[src/rtl/pud_pkg.sv]
// Package for the percent-unescape decoder: payload structs, byte classes,
// scan status codes, back-end state enum and the byte classifier. No dependencies.
`default_nettype none

package pud_pkg;

  localparam logic [7:0] CHAR_PCT = 8'h25;   // '%'
  localparam logic [7:0] CHAR_U   = 8'h75;   // 'u'

  // work buffer holds up to five pending bytes plus one new byte
  localparam int WORK_DEPTH = 6;
  localparam int CNT_W      = $clog2(WORK_DEPTH + 1);
  localparam int Q_DEPTH    = 2;
  localparam int QPTR_W     = $clog2(Q_DEPTH);
  localparam int QCNT_W     = $clog2(Q_DEPTH + 1);

  localparam logic [CNT_W-1:0] LEN_SHORT = CNT_W'(3);
  localparam logic [CNT_W-1:0] LEN_LONG  = CNT_W'(6);

  typedef struct packed {
    logic [7:0] in_byte;
    logic       in_last;
  } in_item_t;

  typedef struct packed {
    logic [7:0] out_byte;
    logic       out_last;
  } out_item_t;

  typedef struct packed {
    logic [7:0] byte_v;
    logic       is_pct;
    logic       is_u;
    logic       is_hex;
    logic [3:0] hex_val;
  } cls_t;

  typedef struct packed {
    cls_t cls;
    logic last;
  } q_entry_t;

  typedef enum logic [1:0] {
    SCAN_DONE,
    SCAN_BAD,
    SCAN_WAIT
  } scan_t;

  typedef enum logic {
    ST_LOAD,
    ST_SCAN
  } back_state_t;

  typedef struct packed {
    logic             scanning;
    logic [CNT_W-1:0] count;
    logic             head_pct;
  } back_status_t;

  function automatic cls_t classify(input logic [7:0] b);
    cls_t c;
    c.byte_v  = b;
    c.is_pct  = (b == CHAR_PCT);
    c.is_u    = (b == CHAR_U);
    c.is_hex  = 1'b0;
    c.hex_val = 4'd0;
    if (b inside {[8'h30:8'h39]}) begin
      c.is_hex  = 1'b1;
      c.hex_val = 4'(b - 8'h30);
    end else if (b inside {[8'h61:8'h66]}) begin
      c.is_hex  = 1'b1;
      c.hex_val = 4'(b - 8'h57);
    end else if (b inside {[8'h41:8'h46]}) begin
      c.is_hex  = 1'b1;
      c.hex_val = 4'(b - 8'h37);
    end
    return c;
  endfunction

endpackage

`default_nettype wire

[src/rtl/pud_front.sv]
// Front end: accepts input beats, classifies each byte and queues it.
// Depends on pud_pkg (classify, q_entry_t, queue sizes).
`default_nettype none

module pud_front (
  input  wire logic              clk,
  input  wire logic              rst_n,
  input  wire logic              in_valid,
  output logic                   in_ready,
  input  wire pud_pkg::in_item_t in_data,
  output logic                   pop_valid,
  input  wire logic              pop_ready,
  output pud_pkg::q_entry_t      pop_data,
  output logic [pud_pkg::QCNT_W-1:0] q_count
);
  import pud_pkg::*;

  q_entry_t            q_r [Q_DEPTH];
  logic [QPTR_W-1:0]   wr_ptr_r, wr_ptr_nxt;
  logic [QPTR_W-1:0]   rd_ptr_r, rd_ptr_nxt;
  logic [QCNT_W-1:0]   cnt_r, cnt_nxt;
  logic                push, pop;

  assign in_ready  = (cnt_r != QCNT_W'(Q_DEPTH));
  assign pop_valid = (cnt_r != '0);
  assign pop_data  = q_r[rd_ptr_r];
  assign q_count   = cnt_r;
  assign push      = in_valid && in_ready;
  assign pop       = pop_valid && pop_ready;

  always_comb begin
    wr_ptr_nxt = wr_ptr_r;
    rd_ptr_nxt = rd_ptr_r;
    cnt_nxt    = cnt_r;
    if (push) begin
      wr_ptr_nxt = (wr_ptr_r == QPTR_W'(Q_DEPTH - 1)) ? '0 : wr_ptr_r + 1'b1;
    end
    if (pop) begin
      rd_ptr_nxt = (rd_ptr_r == QPTR_W'(Q_DEPTH - 1)) ? '0 : rd_ptr_r + 1'b1;
    end
    if (push && !pop) begin
      cnt_nxt = cnt_r + 1'b1;
    end else if (pop && !push) begin
      cnt_nxt = cnt_r - 1'b1;
    end
  end

  always_ff @(posedge clk) begin
    if (!rst_n) begin
      wr_ptr_r <= '0;
      rd_ptr_r <= '0;
      cnt_r    <= '0;
    end else begin
      wr_ptr_r <= wr_ptr_nxt;
      rd_ptr_r <= rd_ptr_nxt;
      cnt_r    <= cnt_nxt;
    end
  end

  // payload storage, no reset
  always_ff @(posedge clk) begin
    if (push) begin
      q_r[wr_ptr_r].cls  <= classify(in_data.in_byte);
      q_r[wr_ptr_r].last <= in_data.in_last;
    end
  end

endmodule

`default_nettype wire

[src/rtl/pud_back.sv]
// Back end (uses pud_pkg): appends queued bytes to the lookahead buffer, scans its
// head for escapes, emits one decoded byte per cycle into a free output register.
`default_nettype none

module pud_back (
  input  wire logic               clk,
  input  wire logic               rst_n,
  input  wire logic               pop_valid,
  output logic                    pop_ready,
  input  wire pud_pkg::q_entry_t  pop_data,
  output logic                    out_valid,
  input  wire logic               out_ready,
  output pud_pkg::out_item_t      out_data,
  output pud_pkg::back_status_t   status
);
  import pud_pkg::*;

  back_state_t       state_r, state_nxt;
  cls_t              buf_r [WORK_DEPTH];
  cls_t              buf_nxt [WORK_DEPTH];
  logic [CNT_W-1:0]  cnt_r, cnt_nxt;
  logic              last_r, last_nxt;
  logic              out_valid_r, out_valid_nxt;
  out_item_t         out_data_r, out_data_nxt;

  scan_t             scan;
  logic [7:0]        esc_val;
  logic [CNT_W-1:0]  esc_len;
  logic [CNT_W-1:0]  adv;
  logic              head_pct, hold_wait, emit_req, emit, slot_free, done_all;
  logic              decided;

  // escape scan over the buffer head
  always_comb begin
    scan    = SCAN_DONE;
    esc_val = 8'd0;
    esc_len = LEN_SHORT;
    decided = 1'b0;
    if (cnt_r < CNT_W'(2)) begin
      scan = SCAN_WAIT;
    end else if (buf_r[1].is_u) begin
      esc_len = LEN_LONG;
      esc_val = {buf_r[4].hex_val, buf_r[5].hex_val};
      for (int k = 2; k < 6; k++) begin
        if (!decided) begin
          if (CNT_W'(k) >= cnt_r) begin
            scan    = SCAN_WAIT;
            decided = 1'b1;
          end else if (!buf_r[k].is_hex) begin
            scan    = SCAN_BAD;
            decided = 1'b1;
          end
        end
      end
    end else begin
      esc_val = {buf_r[1].hex_val, buf_r[2].hex_val};
      for (int k = 1; k < 3; k++) begin
        if (!decided) begin
          if (CNT_W'(k) >= cnt_r) begin
            scan    = SCAN_WAIT;
            decided = 1'b1;
          end else if (!buf_r[k].is_hex) begin
            scan    = SCAN_BAD;
            decided = 1'b1;
          end
        end
      end
    end
  end

  assign head_pct  = (cnt_r != '0) && buf_r[0].is_pct;
  // an incomplete escape waits for more bytes unless the string ends here
  assign hold_wait = head_pct && (scan == SCAN_WAIT) && !last_r;
  assign adv       = (head_pct && scan == SCAN_DONE) ? esc_len : CNT_W'(1);
  assign slot_free = !out_valid_r || out_ready;
  assign emit_req  = (state_r == ST_SCAN) && (cnt_r != '0) && !hold_wait;
  assign emit      = emit_req && slot_free;
  assign done_all  = (cnt_r == '0) || hold_wait || (emit && cnt_r == adv);

  // next state
  always_comb begin
    state_nxt = state_r;
    case (state_r)
      ST_LOAD: begin
        if (pop_valid) state_nxt = ST_SCAN;
      end
      ST_SCAN: begin
        if (done_all) state_nxt = ST_LOAD;
      end
      default: state_nxt = ST_LOAD;
    endcase
  end

  // datapath and outputs
  always_comb begin
    pop_ready     = (state_r == ST_LOAD);
    cnt_nxt       = cnt_r;
    last_nxt      = last_r;
    out_valid_nxt = out_valid_r && !out_ready;
    out_data_nxt  = out_data_r;
    for (int j = 0; j < WORK_DEPTH; j++) buf_nxt[j] = buf_r[j];

    if (state_r == ST_LOAD && pop_valid) begin
      // append at the first free slot
      for (int j = 0; j < WORK_DEPTH; j++) begin
        if (CNT_W'(j) == cnt_r) buf_nxt[j] = pop_data.cls;
      end
      cnt_nxt  = cnt_r + 1'b1;
      last_nxt = pop_data.last;
    end

    if (emit) begin
      out_valid_nxt         = 1'b1;
      out_data_nxt.out_byte = (head_pct && scan == SCAN_DONE) ? esc_val : buf_r[0].byte_v;
      out_data_nxt.out_last = last_r && (cnt_r == adv);
      cnt_nxt               = cnt_r - adv;
      // drop consumed bytes
      case (adv)
        CNT_W'(1): begin
          for (int j = 0; j < WORK_DEPTH - 1; j++) buf_nxt[j] = buf_r[j + 1];
        end
        LEN_SHORT: begin
          for (int j = 0; j < WORK_DEPTH - 3; j++) buf_nxt[j] = buf_r[j + 3];
        end
        default: ;
      endcase
    end
  end

  always_ff @(posedge clk) begin
    if (!rst_n) begin
      state_r     <= ST_LOAD;
      cnt_r       <= '0;
      last_r      <= 1'b0;
      out_valid_r <= 1'b0;
    end else begin
      state_r     <= state_nxt;
      cnt_r       <= cnt_nxt;
      last_r      <= last_nxt;
      out_valid_r <= out_valid_nxt;
    end
  end

  always_ff @(posedge clk) begin
    for (int j = 0; j < WORK_DEPTH; j++) buf_r[j] <= buf_nxt[j];
    out_data_r <= out_data_nxt;
  end

  assign out_valid       = out_valid_r;
  assign out_data        = out_data_r;
  assign status.scanning = (state_r == ST_SCAN);
  assign status.count    = cnt_r;
  assign status.head_pct = head_pct;

endmodule

`default_nettype wire

[src/rtl/percent_unescape_decoder_core.sv]
// Top level of the percent-unescape decoder: front classifier/queue and back scanner.
// Depends on pud_pkg, pud_front and pud_back.
//
//  channel | dir | handshake          | payload
//  --------+-----+--------------------+-------------------------------
//  in      | in  | in_valid/in_ready  | in_data   (in_byte, in_last)
//  out     | out | out_valid/out_ready| out_data  (out_byte, out_last)
//
// A byte that passes straight through is appended to the lookahead buffer in the
// load state and emitted in the scan state. A failed or flushed escape emits one
// byte per cycle from the buffer when output is free, up to six for one input byte.
// A two-entry queue separates input acceptance from the scanner. A result
// waiting in the output register holds the scanner until it is taken.
// Reset (rst_n low, synchronous) empties the queue and the lookahead buffer.
`default_nettype none

module percent_unescape_decoder_core (
  input  wire logic               clk,
  input  wire logic               rst_n,
  input  wire logic               in_valid,
  output logic                    in_ready,
  input  wire pud_pkg::in_item_t  in_data,
  output logic                    out_valid,
  input  wire logic               out_ready,
  output pud_pkg::out_item_t      out_data
);
  import pud_pkg::*;

  logic                pop_valid, pop_ready;
  q_entry_t            pop_data;
  logic [QCNT_W-1:0]   q_count;
  back_status_t        bstat;

  pud_front u_front (
    .clk       (clk),
    .rst_n     (rst_n),
    .in_valid  (in_valid),
    .in_ready  (in_ready),
    .in_data   (in_data),
    .pop_valid (pop_valid),
    .pop_ready (pop_ready),
    .pop_data  (pop_data),
    .q_count   (q_count)
  );

  pud_back u_back (
    .clk       (clk),
    .rst_n     (rst_n),
    .pop_valid (pop_valid),
    .pop_ready (pop_ready),
    .pop_data  (pop_data),
    .out_valid (out_valid),
    .out_ready (out_ready),
    .out_data  (out_data),
    .status    (bstat)
  );

`ifndef SYNTH
  // queue never overfills
  a_q_bound: assert property (@(posedge clk) disable iff (!rst_n)
    q_count <= QCNT_W'(Q_DEPTH))
    else $error("queue count above depth");

  // while loading, the lookahead holds at most five bytes
  a_pend_bound: assert property (@(posedge clk) disable iff (!rst_n)
    !bstat.scanning |-> bstat.count <= CNT_W'(WORK_DEPTH - 1))
    else $error("pending count above five");

  // pending bytes always start with a percent sign
  a_pend_head: assert property (@(posedge clk) disable iff (!rst_n)
    (!bstat.scanning && bstat.count != '0) |-> bstat.head_pct)
    else $error("pending buffer head is not a percent sign");

  // hold a waiting result beat steady until it is taken
  a_out_hold: assert property (@(posedge clk) disable iff (!rst_n)
    (out_valid && !out_ready) |=> (out_valid && $stable(out_data)))
    else $error("result beat changed while waiting");
`endif

endmodule

`default_nettype wire
[config.mk]
export PLATFORM = sky130hd
export DESIGN_NAME = percent_unescape_decoder_core
export DESIGN_NICKNAME = d
export VERILOG_FILES = /design/src/rtl/pud_pkg.sv /design/src/rtl/pud_front.sv /design/src/rtl/pud_back.sv /design/src/rtl/percent_unescape_decoder_core.sv
export SDC_FILE = /design/constraint.sdc
export NUM_CORES = 1
export LEC_CHECK = 0
export ABC_AREA = 1
export BUFFER_PORTS_ARGS = -buffer_cell sky130_fd_sc_hd__clkbuf_2
export CAP_MARGIN = 20
export CORE_MARGIN = 3
export CORE_UTILIZATION = 30
export DETAILED_ROUTE_END_ITERATION = 12
export HOLD_SLACK_MARGIN = 0.05
export PLACE_DENSITY = 0.55
export SYNTH_ARGS = -nofsm -noshare
export SYNTH_HDL_FRONTEND = slang
export SYNTH_SLANG_ARGS = --single-unit
[constraint.sdc]
create_clock -name clk -period 2.7 [get_ports clk]
set_input_delay 0.27 -clock clk [delete_from_list [all_inputs] [get_ports clk]]
set_output_delay 0.27 -clock clk [all_outputs]
set_load 0.05 [all_outputs]
# [Yosys cells after proc, flatten, opt, wreduce, memory -nomap -nowiden]
# Memories as Yosys holds them, arrays and structs flattened. A register that Yosys moved wholly into a read port is not among the register bits.
# Index checks and enable logic that the tools add are counted.
[word_totals] ram_bits=122 register_bits=19 mem_count=2
[classes] mux=70 n_eq_ne=12 addsub=9 order_cmp=12 bitwise_logic=1 reduce_logical=32
[mem_list] name="u_back.buf_r" words=6 width=15 rd=6 rd_clocked_by_memory_dff=0 wr=6 line="pud_back.sv:19" rtl="cls_t buf_r [WORK_DEPTH];"
[mem_list] name="u_front.q_r" words=2 width=16 rd=1 rd_clocked_by_memory_dff=1 wr=1 line="pud_front.sv:18" rtl="q_entry_t q_r [Q_DEPTH];"
[op_table] cell="$mux 15" count=6
[op_table] cell="$mux 90" count=1
[op_table] cell="$pmux 45 s2" count=1
[op_table] cell="$mux 75" count=1
[op_table] cell="$mux 2" count=18
[op_table] cell="$mux 30" count=1
[op_table] cell="$mux 1" count=29
[op_table] cell="$mux 8" count=3
[op_table] cell="$mux 5" count=4
[op_table] cell="$logic_and 1x1->1" count=17
[op_table] cell="$ge 8x7->1 const B" count=2
[op_table] cell="$le 8x7->1 const B" count=2
[op_table] cell="$mux 3" count=5
[op_table] cell="$eq 8x6->1 const B" count=1
[op_table] cell="$eq 8x7->1 const B" count=1
[op_table] cell="$ge 8x6->1 const B" count=1
[op_table] cell="$le 8x6->1 const B" count=1
[op_table] cell="$sub 4x3->4 const B" count=2
[op_table] cell="$eq 2x3->1 const A" count=2
[op_table] cell="$eq 3x3->1 const A" count=2
[op_table] cell="$ge 2x3->1 const A" count=2
[op_table] cell="$ge 3x3->1 const A" count=2
[op_table] cell="$logic_not 1->1" count=6
[op_table] cell="$reduce_bool 2->1" count=3
[op_table] cell="20 further kinds" count=23

# [Longest topological paths before layout]
# An unclocked memory read counts as a cell.
[logic_depth] depth_word=24 depth_mapped=18 mapped_depth_nobuf=18

# [Cells and area by module]
# A second synthesis with hierarchy kept.
[hier_totals] hier_cells=756 area_unflattened_um2=6503.7
[by_module_without_submodules] mod="pud_back" area_per_inst_um2=4869.7 n_inst=1 cells_per_inst=640
[by_module_without_submodules] mod="pud_front" area_per_inst_um2=1634.1 n_inst=1 cells_per_inst=116

# [Worst setup path after synthesis]
# OpenSTA, ideal clock, no wires.
[synth_path] path_kind="reg2reg" startpoint="reg u_back.cnt_r[1]" endpoint="reg u_back.cnt_r[2]" n_path_buf=1 arrival_ns=2.362 path_slack_ns=0.226 path_stages_with_launch=15 cell_sequence="dfxtp_1 -> inv_2 -> ha_1 -> inv_1 -> nand2_2 -> o21ai_2 -> nand3_2 -> a21boi_2 -> nand3_2 -> buf_1 -> fa_1 -> nand3_1 -> nand2_1 -> nor2_1 -> nor2_1"
[synth_between] elab_chain_cells=20 elab_cells_between_ends=54 cone_classes="add/sub: 2; order compare: 6; eq/ne: 1; mux: 34; reduce/logical: 11"
[synth_rtl] item="start: declaration" line="pud_back.sv:21" rtl="logic [CNT_W-1:0] cnt_r, cnt_nxt;"
[synth_rtl] item="start signal: assignment" line="pud_back.sv:138" rtl="cnt_r <= cnt_nxt;"
[synth_rtl] item="parallel branches: the longest is 20 deep, another holds $ge 2x3->1"
# Parallel ways; which one is timed is not known. The select of a mux whose other input is x is not followed.
# A chain may end at the register's enable or synchronous reset.

# [Worst setup path after layout]
[layout_path] startpoint="reg u_back.cnt_r[0]" endpoint="reg u_back.cnt_r[2]"
# The elaborated chain is that of the path after synthesis.

==> summary.md <==
| Metric | Value |
|---|---|
| Clock transition at path regs | 0.06 ns |
| DR pass1 iterations | 5 |
| Die Height | 154 um |
| Synthesized netlist cell count | 731 |
| Outcome | finished clean |
| I/O pin total | 24 |
| Yosys cell types | 40 |
| Ys Warns | 0 |
| Fin crit share | 89.5% |
| Gr ovfl total | 0 |
| Port Buffer Count | 23 |
| Routed WL per cell | 15.8 um |
| Die area | roughly 0.024 sq mm |
| Root buffer cell | clkbuf_16 |
| GR met1 Demand/Resource | 20.6% |
| Via count | 5188 |
| CORE AREA | around 0.021 sq mm |
| RSZ-0062 raised after global routing | false |
| Clk_skew | 0.0128 ns |
| Tmin final | 2.42 ns |
| Grt met2 use | between 20% and 30% |
| Power share of the combinational group | a little under two fifths |
| Net Count, Synth | 755 |
| Ys async rst share | 0% |
| Largest stage delay, worst path | 0.47 ns |
| Top_reg_cell synth | dfxtp_1 |
| Final instance area | around 0.0076 sq mm |
| HP Class | primary input to register |
| Initial antenna violation count | 0 |
| FF+latch count, synth | 136 |
| DR iter-0 viols | 481 |
| Std cell rows | between 50 and 60 |
| Largest net degree at the start of global routing | 69 |
| Startpoint class of the critical path | register |
| CP Data Arrival Time | 2.74 ns |
| Top Usage Layer GRT | met2 |
| Clock group share of total power | between 20% and 30% |
| PwrDens | 1230 mW/mm^2 |
| Commonest non-fill, non-tap cells in the layout | nand2_1, nand3_1, dfxtp_1 |
| Worst-skew pair later-pin latency | 0.42 ns |
| Worst vdd ir | 0.494 mV |
| N_diodes | 0 |
| Routed Antenna Nets | 0 |
| Mapped Area | 0.00655 sq mm |
| P_int | about 5700 uW |
| Initial core utilization | 30.9% |
| CTS tree | done |
| Post-Layout Cell Count | 1044 |
| CP endpoint kind | register |
| Fillers | 2214 |
| Achievable frequency | 0.414 GHz |
| Layout Utilization | 35.9% |
| Clk buf depth | 2 |
| Placed cell count | 1011 |
| Net Sw Frac | about two fifths |
| Vias in the first global route | roughly 5000 |
| Via density | 4.97 |
| Share of cells above drive strength 1 | 16.9% |
| NumNets Final | 780 |
| WHS | 0.0806 ns |
| Family with the most delay on the worst path | simple AND/OR/NAND/NOR gates |
| WL final | 16500 um |
| Area after DPL | 0.00701 sq mm |
| Relative slew slack | 58.2% |
| HPWL Detailed | 10800 um |
| Final Hold Fails | 0 |
| Req. time, crit path | 3.02 ns |
| First-pass GRT wire length | 26800 um |
| Setup_tns | 0 ns |
| Flop pwr share | 36.7% |
| Clk sinks | 136 |
| Max-cap viol count | 0 |
| # DRC | 0 |
| Met3 usage | 2.45% |
| CP Cell Sequence | inv_1, ha_1, inv_1, nand2_2, o21ai_2, nand3_2, a21boi_2, nand3_2, fa_1, nand3_1, nand2_1, nor2_1, nor2_1 |
| H-tree levels | 4 |
| EDFF count, synth | 56 |
| Maximum fanout along the worst path | 8 |
| Setup violators final | 0 |
| Worst path slowest cell | fa_1 |
| TritonCTS Buffers | 17 |
| Most common cell after layout, fill and taps aside | nand2_1 |
| NetSw | between 3000 and 4000 uW |
| Die Wd | 154 um |
| Slew Viols, Final | 0 |
| Register area share after synthesis | about half |
| Syn_area_per_cell | between 8 and 9 sq um |
| GP Congestion | 0.832 |
| WP buf/inv | 2 |
| Setup CP Type | register to register |
| Slew @ Worst Pin | 0.621 ns |
| LEAKAGE | 0.00302 uW |
| Gr usage total | 14.3% |
| Area delta synth->final | 16.3% |
| Post-CTS sizing | 0 |
==> synthesized netlist by cell type (2+ instances only) <==
| cell | instances | share of area (%) |
|---|---|---|
| nor2_4 | 2 | 0.34 |
| a31oi_1 | 2 | 0.19 |
| nand3_1 | 88 | 6.7 |
| nand2_2 | 5 | 0.48 |
| dfxtp_1 | 80 | 24 |
| nand2_1 | 162 | 9.3 |
| o211ai_1 | 54 | 6.2 |
| buf_1 | 2 | 0.11 |
| nor2_1 | 28 | 1.6 |
| a21oi_2 | 2 | 0.27 |
| inv_1 | 49 | 2.8 |
| nand3_2 | 2 | 0.31 |
| a21oi_1 | 12 | 0.92 |
| o31ai_1 | 6 | 0.69 |
| buf_6 | 8 | 1.4 |
| o21ai_0 | 64 | 4.9 |
| edfxtp_1 | 56 | 26 |
| o21ai_2 | 5 | 0.67 |
| o21ai_1 | 2 | 0.15 |
| mux2i_1 | 14 | 2.1 |
| nor4_1 | 3 | 0.29 |
| nor3_1 | 3 | 0.23 |
| nand3b_1 | 2 | 0.23 |
| ha_1 | 10 | 1.9 |
| mux2_2 | 21 | 3.6 |
| clkbuf_1 | 17 | 0.97 |
| buf_2 | 11 | 0.84 |
| buf_4 | 5 | 0.57 |
| nor2_2 | 2 | 0.19 |
| inv_2 | 4 | 0.23 |
==> worst reg2reg max path, cell delays in order, from the launching register on <==
cell	delay, ns
dfxtp_1	0.39
inv_1	0.12
ha_1	0.22
inv_1	0.10
nand2_2	0.07
o21ai_2	0.15
nand3_2	0.10
a21boi_2	0.17
nand3_2	0.23
fa_1	0.47
nand3_1	0.09
nand2_1	0.05
nor2_1	0.11
nor2_1	0.05
==> per-layer routing <==
layer	part of all wire, %	vias to the layer above	routed length, um
met5	0	-	0
met4	1.9	0	310
met3	5.2	20	862
met2	43	142	7150
met1	49	2437	8150
li1	-	2589	-
==> power by group through the flow <==
| stage | combinational [uW] | sequential (uW) | clock (uW) |
|---|---|---|---|
| after floorplan | 2680 | 3380 | 0 |
| after detailed placement | 3540 | 3460 | 0 |
| after global placement | 3510 | 3460 | 0 |
| after CTS | 3560 | 3430 | 2410 |
| final | 3560 | 3430 | 2370 |
| after global routing | 4040 | 3510 | 2480 |
==> state kept, by name, summed over array words and instances, names as in the netlist, named ones only <==
name,flops
u_front.rd_ptr_r,1
u_front.wr_ptr_r,1
u_back.last_r,1
u_front.q_r,32
u_back.out_data,9
u_front.q_count,2
u_back.out_valid,1
u_back.state_r,1
u_back.buf_r,84
u_back.cnt_r,3
==> logic make-up after synthesis <==
| group | synth area share [%] |
|---|---|
| and+or+nand+nor | 20.1 |
| AOI/OAI and AO/OA | 14.4 |
| DFF | 50.1 |
| buffers and inverters | 7.15 |
| muxes | 5.75 |
| adders and majority gates | 2.22 |
| xor gates and xnor gates | 0.268 |
==> path summary, 6_finish.rpt <==
kind	from	endpoint	slack, ns	cells past startpoint
worst max-delay path	u_back.cnt_r[0]$_SDFFE_PN0P_	u_back.cnt_r[2]$_SDFFE_PN0P_	0.28	13
worst min-delay path	in_data[7]	u_front.q_r[0][14]$_DFFE_PP_	0.08	1
worst max register to register	u_back.cnt_r[0]$_SDFFE_PN0P_	u_back.cnt_r[2]$_SDFFE_PN0P_	0.28	13
worst min register to register	u_front.rd_ptr_r$_SDFFE_PN0P_	register	0.45	1
==> stage by stage <==
step           setup slack, ns  power, uW
2_1_floorplan            0.226       6060
3_3_place_gp             0.321       6970
3_5_place_dp             0.286       7000
4_1_cts                  0.268       9400
5_1_grt                 0.0509      10000
6_report                 0.283       9350
==> repair_timing <==
item	CTS	global route
endpoints found under the setup margin	0	0
endpoints found under the hold margin	2	0
hold buffers	1	0
buffers inserted	0	0
==> layout make-up <==
type	instances	area, sq um	share of cell area [%]
clock buffer	17	425	5.58
clock inverter	15	175	2.30
tap	275	344	4.52
sequential	136	3280	43.1
multi-input combinational	498	2810	36.8
timing repair buffer	50	383	5.03
inverter	53	199	2.61
(Power assumes the default switching activity.)
